--- src/sv/cop_pkg.sv ---
// Shared types, widths, register indexes and helper functions of the circle
// outline point generator. No dependencies.
package cop_pkg;

  localparam int MAX_DIM    = 4096;
  localparam int COORD_W    = 16;
  localparam int RAD_W      = 14;
  localparam int COLOR_W    = 24;
  localparam int DIM_W      = 13;
  localparam int PIX_W      = 12;
  localparam int CH_W       = 8;
  localparam int LIM_W      = $clog2(MAX_DIM + 1);
  localparam int ROOT_W     = RAD_W;
  localparam int REM_W      = ROOT_W + 3;
  localparam int N_W        = 2 * RAD_W;
  localparam int Q_W        = ROOT_W + 1;
  localparam int PT_W       = COORD_W + 2;
  localparam int SQ_STAGES  = ROOT_W / 2;
  localparam int CFG_IDX_W  = 3;
  localparam int CFG_DATA_W = COLOR_W;

  localparam logic [CH_W-1:0] ALPHA_OPAQUE = 8'hff;

  // Register indexes of the configuration port
  localparam logic [CFG_IDX_W-1:0] REG_CENTER_COL = 3'd0;
  localparam logic [CFG_IDX_W-1:0] REG_CENTER_ROW = 3'd1;
  localparam logic [CFG_IDX_W-1:0] REG_RADIUS     = 3'd2;
  localparam logic [CFG_IDX_W-1:0] REG_COLOR      = 3'd3;
  localparam logic [CFG_IDX_W-1:0] REG_IMAGE_COLS = 3'd4;
  localparam logic [CFG_IDX_W-1:0] REG_IMAGE_ROWS = 3'd5;

  typedef struct packed {
    logic [COORD_W-1:0] center_col;
    logic [COORD_W-1:0] center_row;
    logic [RAD_W-1:0]   radius;
    logic [COLOR_W-1:0] color;
    logic [DIM_W-1:0]   image_cols;
    logic [DIM_W-1:0]   image_rows;
  } cfg_t;

  // Sideband that rides along with each item through the pipeline
  typedef struct packed {
    logic               by_row;
    logic [PIX_W-1:0]   coord;
    logic [COORD_W-1:0] c_other;
    logic [LIM_W-1:0]   lim_other;
  } ctx_t;

  typedef struct packed {
    logic [REM_W-1:0]  rem;
    logic [ROOT_W-1:0] root;
  } sq_t;

  function automatic logic [LIM_W-1:0] clamp_dim(input logic [DIM_W-1:0] dim);
    logic [31:0] wide;
    wide = 32'(dim);
    if (wide > 32'(MAX_DIM)) return LIM_W'(MAX_DIM);
    else return LIM_W'(dim);
  endfunction

  // One digit of the restoring square root: bring in two radicand bits,
  // try subtracting 4*root+1.
  function automatic sq_t isqrt_step(input logic [REM_W-1:0] rem,
                                     input logic [ROOT_W-1:0] root,
                                     input logic [1:0] pair);
    logic [REM_W-1:0] cur;
    logic [REM_W-1:0] trial;
    sq_t              res;
    cur   = {rem[REM_W-3:0], pair};
    trial = REM_W'({root, 2'b01});
    if (cur >= trial) begin
      res.rem  = cur - trial;
      res.root = {root[ROOT_W-2:0], 1'b1};
    end else begin
      res.rem  = cur;
      res.root = {root[ROOT_W-2:0], 1'b0};
    end
    return res;
  endfunction

endpackage

--- src/sv/cop_span.sv ---
// Front stages: distance from the center along the sweep axis and the
// span and image checks. Depends on cop_pkg.
module cop_span import cop_pkg::*; (
  input  logic               clk_i,
  input  logic               rst_ni,
  input  logic               en_i,
  input  logic               vld_i,
  input  logic               command_i,
  input  logic [COORD_W-1:0] sweep_coord_i,
  input  cfg_t               cfg_i,
  output logic               vld_o,
  output logic [RAD_W-1:0]   ad_o,
  output ctx_t               ctx_o
);

  logic [COORD_W-1:0] c_sweep;
  logic [LIM_W-1:0]   lim_sweep;
  logic [COORD_W:0]   d;
  logic               coord_ok;
  ctx_t               ctx_a;

  logic               va_q;
  logic [COORD_W:0]   d_q;
  logic               cok_q;
  ctx_t               ctx_a_q;

  logic [COORD_W:0]   ad;
  logic               span_ok;

  logic               vb_q;
  logic [RAD_W-1:0]   ad_q;
  ctx_t               ctx_b_q;

  // stage A: signed distance and image check of the coordinate
  always_comb begin
    c_sweep   = command_i ? cfg_i.center_row : cfg_i.center_col;
    lim_sweep = clamp_dim(command_i ? cfg_i.image_rows : cfg_i.image_cols);
    d         = {sweep_coord_i[COORD_W-1], sweep_coord_i} - {c_sweep[COORD_W-1], c_sweep};
    coord_ok  = !sweep_coord_i[COORD_W-1] &&
                ({1'b0, sweep_coord_i[COORD_W-2:0]} < COORD_W'(lim_sweep));
    ctx_a.by_row    = command_i;
    ctx_a.coord     = sweep_coord_i[PIX_W-1:0];
    ctx_a.c_other   = command_i ? cfg_i.center_col : cfg_i.center_row;
    ctx_a.lim_other = clamp_dim(command_i ? cfg_i.image_cols : cfg_i.image_rows);
  end

  // stage B: magnitude and span check
  always_comb begin
    ad      = d_q[COORD_W] ? (~d_q + (COORD_W+1)'(1)) : d_q;
    span_ok = ad <= (COORD_W+1)'(cfg_i.radius);
  end

  always_ff @(posedge clk_i or negedge rst_ni) begin
    if (!rst_ni) begin
      va_q <= 1'b0;
      vb_q <= 1'b0;
    end else if (en_i) begin
      va_q <= vld_i;
      vb_q <= va_q && cok_q && span_ok;
    end
  end

  always_ff @(posedge clk_i) begin
    if (en_i) begin
      d_q     <= d;
      cok_q   <= coord_ok;
      ctx_a_q <= ctx_a;
      ad_q    <= ad[RAD_W-1:0];
      ctx_b_q <= ctx_a_q;
    end
  end

  assign vld_o = vb_q;
  assign ad_o  = ad_q;
  assign ctx_o = ctx_b_q;

endmodule

--- src/sv/cop_square.sv ---
// Radicand stages: r*r and d*d, then their difference.
// Depends on cop_pkg.
module cop_square import cop_pkg::*; (
  input  logic             clk_i,
  input  logic             rst_ni,
  input  logic             en_i,
  input  logic             vld_i,
  input  logic [RAD_W-1:0] ad_i,
  input  logic [RAD_W-1:0] radius_i,
  input  ctx_t             ctx_i,
  output logic             vld_o,
  output logic [N_W-1:0]   n_o,
  output ctx_t             ctx_o
);

  logic           vc_q, vd_q;
  logic [N_W-1:0] rr_q, dd_q, n_q;
  ctx_t           ctx_c_q, ctx_d_q;

  always_ff @(posedge clk_i or negedge rst_ni) begin
    if (!rst_ni) begin
      vc_q <= 1'b0;
      vd_q <= 1'b0;
    end else if (en_i) begin
      vc_q <= vld_i;
      vd_q <= vc_q;
    end
  end

  always_ff @(posedge clk_i) begin
    if (en_i) begin
      rr_q    <= N_W'(radius_i) * N_W'(radius_i);
      dd_q    <= N_W'(ad_i) * N_W'(ad_i);
      ctx_c_q <= ctx_i;
      n_q     <= rr_q - dd_q;   // d is within the span, no underflow
      ctx_d_q <= ctx_c_q;
    end
  end

  assign vld_o = vd_q;
  assign n_o   = n_q;
  assign ctx_o = ctx_d_q;

endmodule

--- src/sv/cop_isqrt.sv ---
// Pipelined integer square root, two digits per stage, with a final
// round-to-nearest stage. Depends on cop_pkg.
module cop_isqrt import cop_pkg::*; (
  input  logic           clk_i,
  input  logic           rst_ni,
  input  logic           en_i,
  input  logic           vld_i,
  input  logic [N_W-1:0] n_i,
  input  ctx_t           ctx_i,
  output logic           vld_o,
  output logic [Q_W-1:0] q_o,
  output ctx_t           ctx_o
);

  logic              vld_q  [SQ_STAGES];
  logic [REM_W-1:0]  rem_q  [SQ_STAGES];
  logic [ROOT_W-1:0] root_q [SQ_STAGES];
  logic [N_W-1:0]    n_q    [SQ_STAGES];
  ctx_t              ctx_q  [SQ_STAGES];

  logic              vr_q;
  logic [Q_W-1:0]    q_q;
  ctx_t              ctx_r_q;

  for (genvar k = 0; k < SQ_STAGES; k++) begin : g_stage
    localparam int I0 = ROOT_W - 1 - 2 * k;
    localparam int I1 = I0 - 1;

    logic              v_in;
    logic [REM_W-1:0]  rem_in;
    logic [ROOT_W-1:0] root_in;
    logic [N_W-1:0]    n_in;
    ctx_t              ctx_in;
    sq_t               s0, s1;

    if (k == 0) begin : g_first
      assign v_in    = vld_i;
      assign rem_in  = '0;
      assign root_in = '0;
      assign n_in    = n_i;
      assign ctx_in  = ctx_i;
    end else begin : g_next
      assign v_in    = vld_q[k-1];
      assign rem_in  = rem_q[k-1];
      assign root_in = root_q[k-1];
      assign n_in    = n_q[k-1];
      assign ctx_in  = ctx_q[k-1];
    end

    always_comb begin
      s0 = isqrt_step(rem_in, root_in, n_in[2*I0+1 -: 2]);
      s1 = isqrt_step(s0.rem, s0.root, n_in[2*I1+1 -: 2]);
    end

    always_ff @(posedge clk_i or negedge rst_ni) begin
      if (!rst_ni) begin
        vld_q[k] <= 1'b0;
      end else if (en_i) begin
        vld_q[k] <= v_in;
      end
    end

    always_ff @(posedge clk_i) begin
      if (en_i) begin
        rem_q[k]  <= s1.rem;
        root_q[k] <= s1.root;
        n_q[k]    <= n_in;
        ctx_q[k]  <= ctx_in;
      end
    end
  end

  // remainder is n - root^2; round up when it exceeds root
  always_ff @(posedge clk_i or negedge rst_ni) begin
    if (!rst_ni) begin
      vr_q <= 1'b0;
    end else if (en_i) begin
      vr_q <= vld_q[SQ_STAGES-1];
    end
  end

  always_ff @(posedge clk_i) begin
    if (en_i) begin
      if (rem_q[SQ_STAGES-1] > REM_W'(root_q[SQ_STAGES-1])) begin
        q_q <= Q_W'(root_q[SQ_STAGES-1]) + Q_W'(1);
      end else begin
        q_q <= Q_W'(root_q[SQ_STAGES-1]);
      end
      ctx_r_q <= ctx_q[SQ_STAGES-1];
    end
  end

  assign vld_o = vr_q;
  assign q_o   = q_q;
  assign ctx_o = ctx_r_q;

endmodule

--- src/sv/cop_emit.sv ---
// Point placement and output buffer: forms center +/- root, drops points
// outside the image and sends up to two beats. Depends on cop_pkg.
module cop_emit import cop_pkg::*; (
  input  logic               clk_i,
  input  logic               rst_ni,
  input  logic               vld_i,
  input  logic [Q_W-1:0]     q_i,
  input  ctx_t               ctx_i,
  input  logic [COLOR_W-1:0] color_i,
  output logic               free_o,
  output logic               out_valid_o,
  input  logic               out_stall_i,
  output logic [PIX_W-1:0]   pixel_col_o,
  output logic [PIX_W-1:0]   pixel_row_o,
  output logic [CH_W-1:0]    red_o,
  output logic [CH_W-1:0]    green_o,
  output logic [CH_W-1:0]    blue_o,
  output logic [CH_W-1:0]    alpha_o,
  output logic               last_o
);

  logic [PT_W-1:0]  c_ext, p0, p1, lim_ext;
  logic             p0_ok, p1_ok;
  logic             beat, free;
  logic [1:0]       pend_d, pend_q;
  logic [PIX_W-1:0] p0_q, p1_q, coord_q, other;
  logic             by_row_q;

  always_comb begin
    c_ext   = {{(PT_W-COORD_W){ctx_i.c_other[COORD_W-1]}}, ctx_i.c_other};
    lim_ext = PT_W'(ctx_i.lim_other);
    p0      = c_ext + PT_W'(q_i);
    p1      = c_ext - PT_W'(q_i);
    p0_ok   = !p0[PT_W-1] && (p0 < lim_ext);
    p1_ok   = !p1[PT_W-1] && (p1 < lim_ext);
  end

  // pend_q[0]: plus point still to send, pend_q[1]: minus point
  always_comb begin
    beat = (pend_q != 2'b00) && !out_stall_i;
    free = (pend_q == 2'b00) || (beat && (pend_q != 2'b11));
    if (free) begin
      pend_d = vld_i ? {p1_ok, p0_ok} : 2'b00;
    end else if (beat) begin
      pend_d = 2'b10;
    end else begin
      pend_d = pend_q;
    end
  end

  always_ff @(posedge clk_i or negedge rst_ni) begin
    if (!rst_ni) begin
      pend_q <= 2'b00;
    end else begin
      pend_q <= pend_d;
    end
  end

  always_ff @(posedge clk_i) begin
    if (free) begin
      p0_q     <= p0[PIX_W-1:0];
      p1_q     <= p1[PIX_W-1:0];
      coord_q  <= ctx_i.coord;
      by_row_q <= ctx_i.by_row;
    end
  end

  assign other       = pend_q[0] ? p0_q : p1_q;
  assign free_o      = free;
  assign out_valid_o = (pend_q != 2'b00);
  assign last_o      = (pend_q != 2'b11);
  assign pixel_col_o = by_row_q ? other : coord_q;
  assign pixel_row_o = by_row_q ? coord_q : other;
  assign red_o       = color_i[23:16];
  assign green_o     = color_i[15:8];
  assign blue_o      = color_i[7:0];
  assign alpha_o     = ALPHA_OPAQUE;

endmodule

--- src/sv/circle_outline_point_generator.sv ---
// Top level of the circle outline point generator: configuration registers
// and the pipeline. Depends on cop_pkg, cop_span, cop_square, cop_isqrt, cop_emit.
//
// Usage:
//   Write the six registers through cfg_we_i / cfg_idx_i / cfg_data_i while
//   the block is idle (center col/row, radius, color, image cols/rows).
//   Each input beat (command_i, sweep_coord_i) is taken when in_valid_i is
//   high and in_stall_o is low. It yields zero, one or two output beats,
//   plus point first, then minus point; last_o marks the final beat of an
//   item. Items that give nothing produce no beat at all.
//   Path: after its input beat is taken, an item passes 2 span stages,
//   2 square stages, 7 root stages, 1 rounding stage, then the output
//   buffer, which shows its first output beat.
//   Throughput: one item per cycle while items yield at most one pixel and
//   out_stall_i is low; an item with both pixels holds the pipeline until
//   its plus point is sent, set by the single output port draining the buffer.
//   Stall: all pipeline stages advance together only when the output buffer
//   can take a new item; out_stall_i holding a beat freezes the pipeline
//   and raises in_stall_o, nothing is lost or repeated.
//   Reset: asynchronous, active low; clears all valid bits and the
//   configuration registers to zero.
module circle_outline_point_generator import cop_pkg::*; (
  input  logic                  clk_i,
  input  logic                  rst_ni,
  input  logic                  cfg_we_i,
  input  logic [CFG_IDX_W-1:0]  cfg_idx_i,
  input  logic [CFG_DATA_W-1:0] cfg_data_i,
  input  logic                  in_valid_i,
  output logic                  in_stall_o,
  input  logic                  command_i,
  input  logic [COORD_W-1:0]    sweep_coord_i,
  output logic                  out_valid_o,
  input  logic                  out_stall_i,
  output logic [PIX_W-1:0]      pixel_col_o,
  output logic [PIX_W-1:0]      pixel_row_o,
  output logic [CH_W-1:0]       red_o,
  output logic [CH_W-1:0]       green_o,
  output logic [CH_W-1:0]       blue_o,
  output logic [CH_W-1:0]       alpha_o,
  output logic                  last_o
);

  cfg_t cfg_q;

  // pipeline advance, shared by every stage
  logic adv;

  logic             span_vld;
  logic [RAD_W-1:0] span_ad;
  ctx_t             span_ctx;
  logic             sq_vld;
  logic [N_W-1:0]   sq_n;
  ctx_t             sq_ctx;
  logic             rt_vld;
  logic [Q_W-1:0]   rt_q;
  ctx_t             rt_ctx;

  // configuration registers
  always_ff @(posedge clk_i or negedge rst_ni) begin
    if (!rst_ni) begin
      cfg_q <= '0;
    end else if (cfg_we_i) begin
      case (cfg_idx_i)
        REG_CENTER_COL: cfg_q.center_col <= cfg_data_i[COORD_W-1:0];
        REG_CENTER_ROW: cfg_q.center_row <= cfg_data_i[COORD_W-1:0];
        REG_RADIUS:     cfg_q.radius     <= cfg_data_i[RAD_W-1:0];
        REG_COLOR:      cfg_q.color      <= cfg_data_i[COLOR_W-1:0];
        REG_IMAGE_COLS: cfg_q.image_cols <= cfg_data_i[DIM_W-1:0];
        REG_IMAGE_ROWS: cfg_q.image_rows <= cfg_data_i[DIM_W-1:0];
        default: ;
      endcase
    end
  end

  assign in_stall_o = !adv;

  cop_span u_span (
    .clk_i         (clk_i),
    .rst_ni        (rst_ni),
    .en_i          (adv),
    .vld_i         (in_valid_i),
    .command_i     (command_i),
    .sweep_coord_i (sweep_coord_i),
    .cfg_i         (cfg_q),
    .vld_o         (span_vld),
    .ad_o          (span_ad),
    .ctx_o         (span_ctx)
  );

  cop_square u_square (
    .clk_i    (clk_i),
    .rst_ni   (rst_ni),
    .en_i     (adv),
    .vld_i    (span_vld),
    .ad_i     (span_ad),
    .radius_i (cfg_q.radius),
    .ctx_i    (span_ctx),
    .vld_o    (sq_vld),
    .n_o      (sq_n),
    .ctx_o    (sq_ctx)
  );

  cop_isqrt u_isqrt (
    .clk_i  (clk_i),
    .rst_ni (rst_ni),
    .en_i   (adv),
    .vld_i  (sq_vld),
    .n_i    (sq_n),
    .ctx_i  (sq_ctx),
    .vld_o  (rt_vld),
    .q_o    (rt_q),
    .ctx_o  (rt_ctx)
  );

  cop_emit u_emit (
    .clk_i       (clk_i),
    .rst_ni      (rst_ni),
    .vld_i       (rt_vld),
    .q_i         (rt_q),
    .ctx_i       (rt_ctx),
    .color_i     (cfg_q.color),
    .free_o      (adv),
    .out_valid_o (out_valid_o),
    .out_stall_i (out_stall_i),
    .pixel_col_o (pixel_col_o),
    .pixel_row_o (pixel_row_o),
    .red_o       (red_o),
    .green_o     (green_o),
    .blue_o      (blue_o),
    .alpha_o     (alpha_o),
    .last_o      (last_o)
  );

endmodule

--- config.mk ---
export PLATFORM = sky130hd
export DESIGN_NAME = circle_outline_point_generator
export DESIGN_NICKNAME = d
export VERILOG_FILES = /design/src/sv/cop_pkg.sv /design/src/sv/cop_span.sv /design/src/sv/cop_square.sv /design/src/sv/cop_isqrt.sv /design/src/sv/cop_emit.sv /design/src/sv/circle_outline_point_generator.sv
export SDC_FILE = /design/constraint.sdc
export NUM_CORES = 2
export LEC_CHECK = 0
export BUFFER_PORTS_ARGS = -buffer_cell sky130_fd_sc_hd__buf_2
export CAP_MARGIN = 20
export CORE_MARGIN = 2
export CORE_UTILIZATION = 50
export DETAILED_ROUTE_END_ITERATION = 6
export PLACE_DENSITY = 0.7
export SLEW_MARGIN = 20
export SYNTH_ARGS = -nofsm -noshare
export SYNTH_HDL_FRONTEND = slang
export SYNTH_SLANG_ARGS = --single-unit
--- constraint.sdc ---
create_clock -name clk_i -period 22.9 [get_ports clk_i]
set_input_delay 3.435 -clock clk_i [delete_from_list [all_inputs] [get_ports clk_i]]
set_output_delay 3.435 -clock clk_i [all_outputs]
set_load 0.1 [all_outputs]
==> summary.txt <==
row cnt = 123
CTS Buffer Depth = 3
post-synthesis cell count = 4560
RSZ-0062 raised after global routing = no
ANT nets after route = 0
Core Region = 0.113 mm^2
Fin. Hold Viols = 0
post-synthesis mux area share = 3.92%
CP startpoint kind = input port
dpl hpwl = 77.2 mm
library cells used by synthesis = 105
CTS Hold Buffers Added = 0
post-synthesis sequential area ratio = 52.7%
area share of the largest cell type after synthesis = 47.9%
fin crit share = 34.9%
largest family of logic cells by synthesized area = adder cells
Slew headroom = 27.1%
clk_skew = 46.4 ps
final RePlAce weighted congestion = 0.881
die area = 0.117 mm^2
type of the most critical hold path = reg -> reg
antenna violations before repair = 4
Die H = 342 um
EDFF count, synth = 909
WS Path Type = in -> out
initial core utilization = 50.6%
H-tree depth = 3
CTS Buf Count = 100
ys async rst share = 10.8%
worst-path fanout max = 17
compound-cell area share of the yosys netlist = 7.79%
Die W = 342 um
endpoints failing setup = 0
Clock Tree Root = clkbuf_16
Reg clk slew, reported paths = 60 ps
min cycle time layout = 7990 ps
via count = 33500
Worst EP arrival = 4550 ps
WP data required = 19470 ps
status = finished clean
pins over their slew limit = 0
CTS tree = built
Clock Sinks = 1019
setup TNS = 0 ps
IO Pins = 108
Yosys reg bits = 1019
drc violations = 0
first-pass GRT wire length = 174 mm
DRT Pass-1 Iters = 7
gr ovfl total = 0
slew of the pin with the lowest slew margin = 1090 ps
final net count = 5385
share of cells above drive strength 1 = 9.90%
CTS resizes = 0
Adder-Cell Fraction of Synth Area = 17.7%
number of global-route vias before repair = 33500
Synth area leaders = edfxtp_1 48%, ha_1 9.6%, fa_1 8.1%
Synthesis Warnings = 0
Clock Latency Late Sink = 700 ps
Layout area overhead = 9.55%
fmax = 125 MHz
postcts setup bufs = 0
synthesized-area fraction occupied by xor and xnor cells = 4.39%
crit path capture type = output pin
area leader, netlist = edfxtp_1
largest net degree at the start of global routing = 213
I/O Buffers = 99
Global Route Usage Sum = 18.6%
Synth Flop Type = edfxtp_1
Synth Cell Area = 0.0570 mm^2
Post-Route WL = 107 mm
via/cell ratio = 5.36
Synth Area in Simple Gates = 8.72%
initial detailed-routing violation count = 2271
WL per Instance = 17.2 um
syn avg cell area = 12.5 um^2
max-cap viol count = 0
## registers in the layout (all words and copies together) (netlist names), 27 cells and up
register,cells
u_span.ctx_o,42
u_square.ctx_c_q,42
u_isqrt.ctx_q,294
u_square.n_o,28
u_isqrt.root_q,56
u_isqrt.n_q,84
u_square.rr_q,27
u_isqrt.rem_q,100
cfg_q,96
u_square.dd_q,27
u_square.ctx_o,42
u_isqrt.ctx_o,42
u_span.ctx_a_q,42
## worst max-delay path, cell delays in order
cell and delay (ps):
buf_2 110, maj3_1 170, buf_4 300, buf_2 500
## layer usage
layer	vias up	track usage [%]	wire length (um)
met5	-	0	32
met2	665	30.1	50800
li1	16300	-	-
met3	188	2.77	4420
met4	4	5.88	2900
met1	16300	25.8	49200
## synth_stat cells, types with 33 or more instances
cell,instances
nand2_1,265
o21ai_0,125
nor3_1,71
o21a_1,40
a21oi_1,227
clkbuf_1,69
a21o_1,63
mux2i_1,60
ha_1,438
nand2b_1,43
nor2_1,279
xor2_1,83
nand3_1,54
nor2b_1,51
and2_1,61
inv_1,550
mux2_2,138
fa_1,230
edfxtp_1,909
buf_4,33
dfrtp_1,110
xnor2_1,203
## final timing paths
path                                          from           endpoint  slack [ps]  cells past startpoint
worst max-delay path                   out_stall_i         in_stall_o       14910                      4
worst min-delay path            u_span.ctx_a_q[11]   u_span.ctx_o[11]         410                      0
worst max register to register      u_span.ad_o[3]  u_square.dd_q[26]       15420                     22
worst min register to register  u_span.ctx_a_q[11]   u_span.ctx_o[11]         410                      0
max in group asynchronous                   rst_ni       u_span.vld_o       18850                      2
min in group asynchronous                   rst_ni     u_square.vld_o        2870                      1
## metrics by stage
step                      setup slack [ps]  hold slack [ps]  cells  util [%]  cell area [um^2]
after CTS                            14920              403   6247      55.3             62400
after global routing                 14870              420   6249      55.4             62500
after global placement               14940              401   6064      52.3             59000
after floorplan                       4170              400   4568         -             57100
final                                14910              407   6250      55.4             62500
after detailed placement             14940              405   6064      52.3             59000
## placed cells by master, fill, tap and decap left out, types with 125 or more instances in the layout
cell and instances:
a21oi_1 227, edfxtp_1 909, fa_1 230, ha_1 438
inv_1 549, mux2_2 138, nand2_1 265, nor2_1 279
o21ai_0 125, xnor2_1 203
## area by class of cell
type / count / area, um^2
flip-flops and latches: 1019 / 30000
inverters: 559 / 2110
clock buffers: 132 / 2770
repair buffers: 121 / 719
fillers: 9166 / 50300
well taps: 1500 / 1880
diodes: 1 / 2.50
multi-input cells: 2867 / 24300
clock inverters: 51 / 618
## cell families after synthesis
| family | after synthesis |
|---|---|
| XOR/XNOR | 286 |
| AND/OR/NAND/NOR | 1009 |
| adder cells (fa/ha/maj) | 670 |
| AO/OA/AOI/OAI | 688 |
| flip-flops | 1019 |
| multiplexers | 205 |
| buffers and inverters | 682 |
| other | 1 |
Power is left out: the tool's default activity adds up to more than one toggle a clock period on the data nets, which glitch-free logic cannot reach.
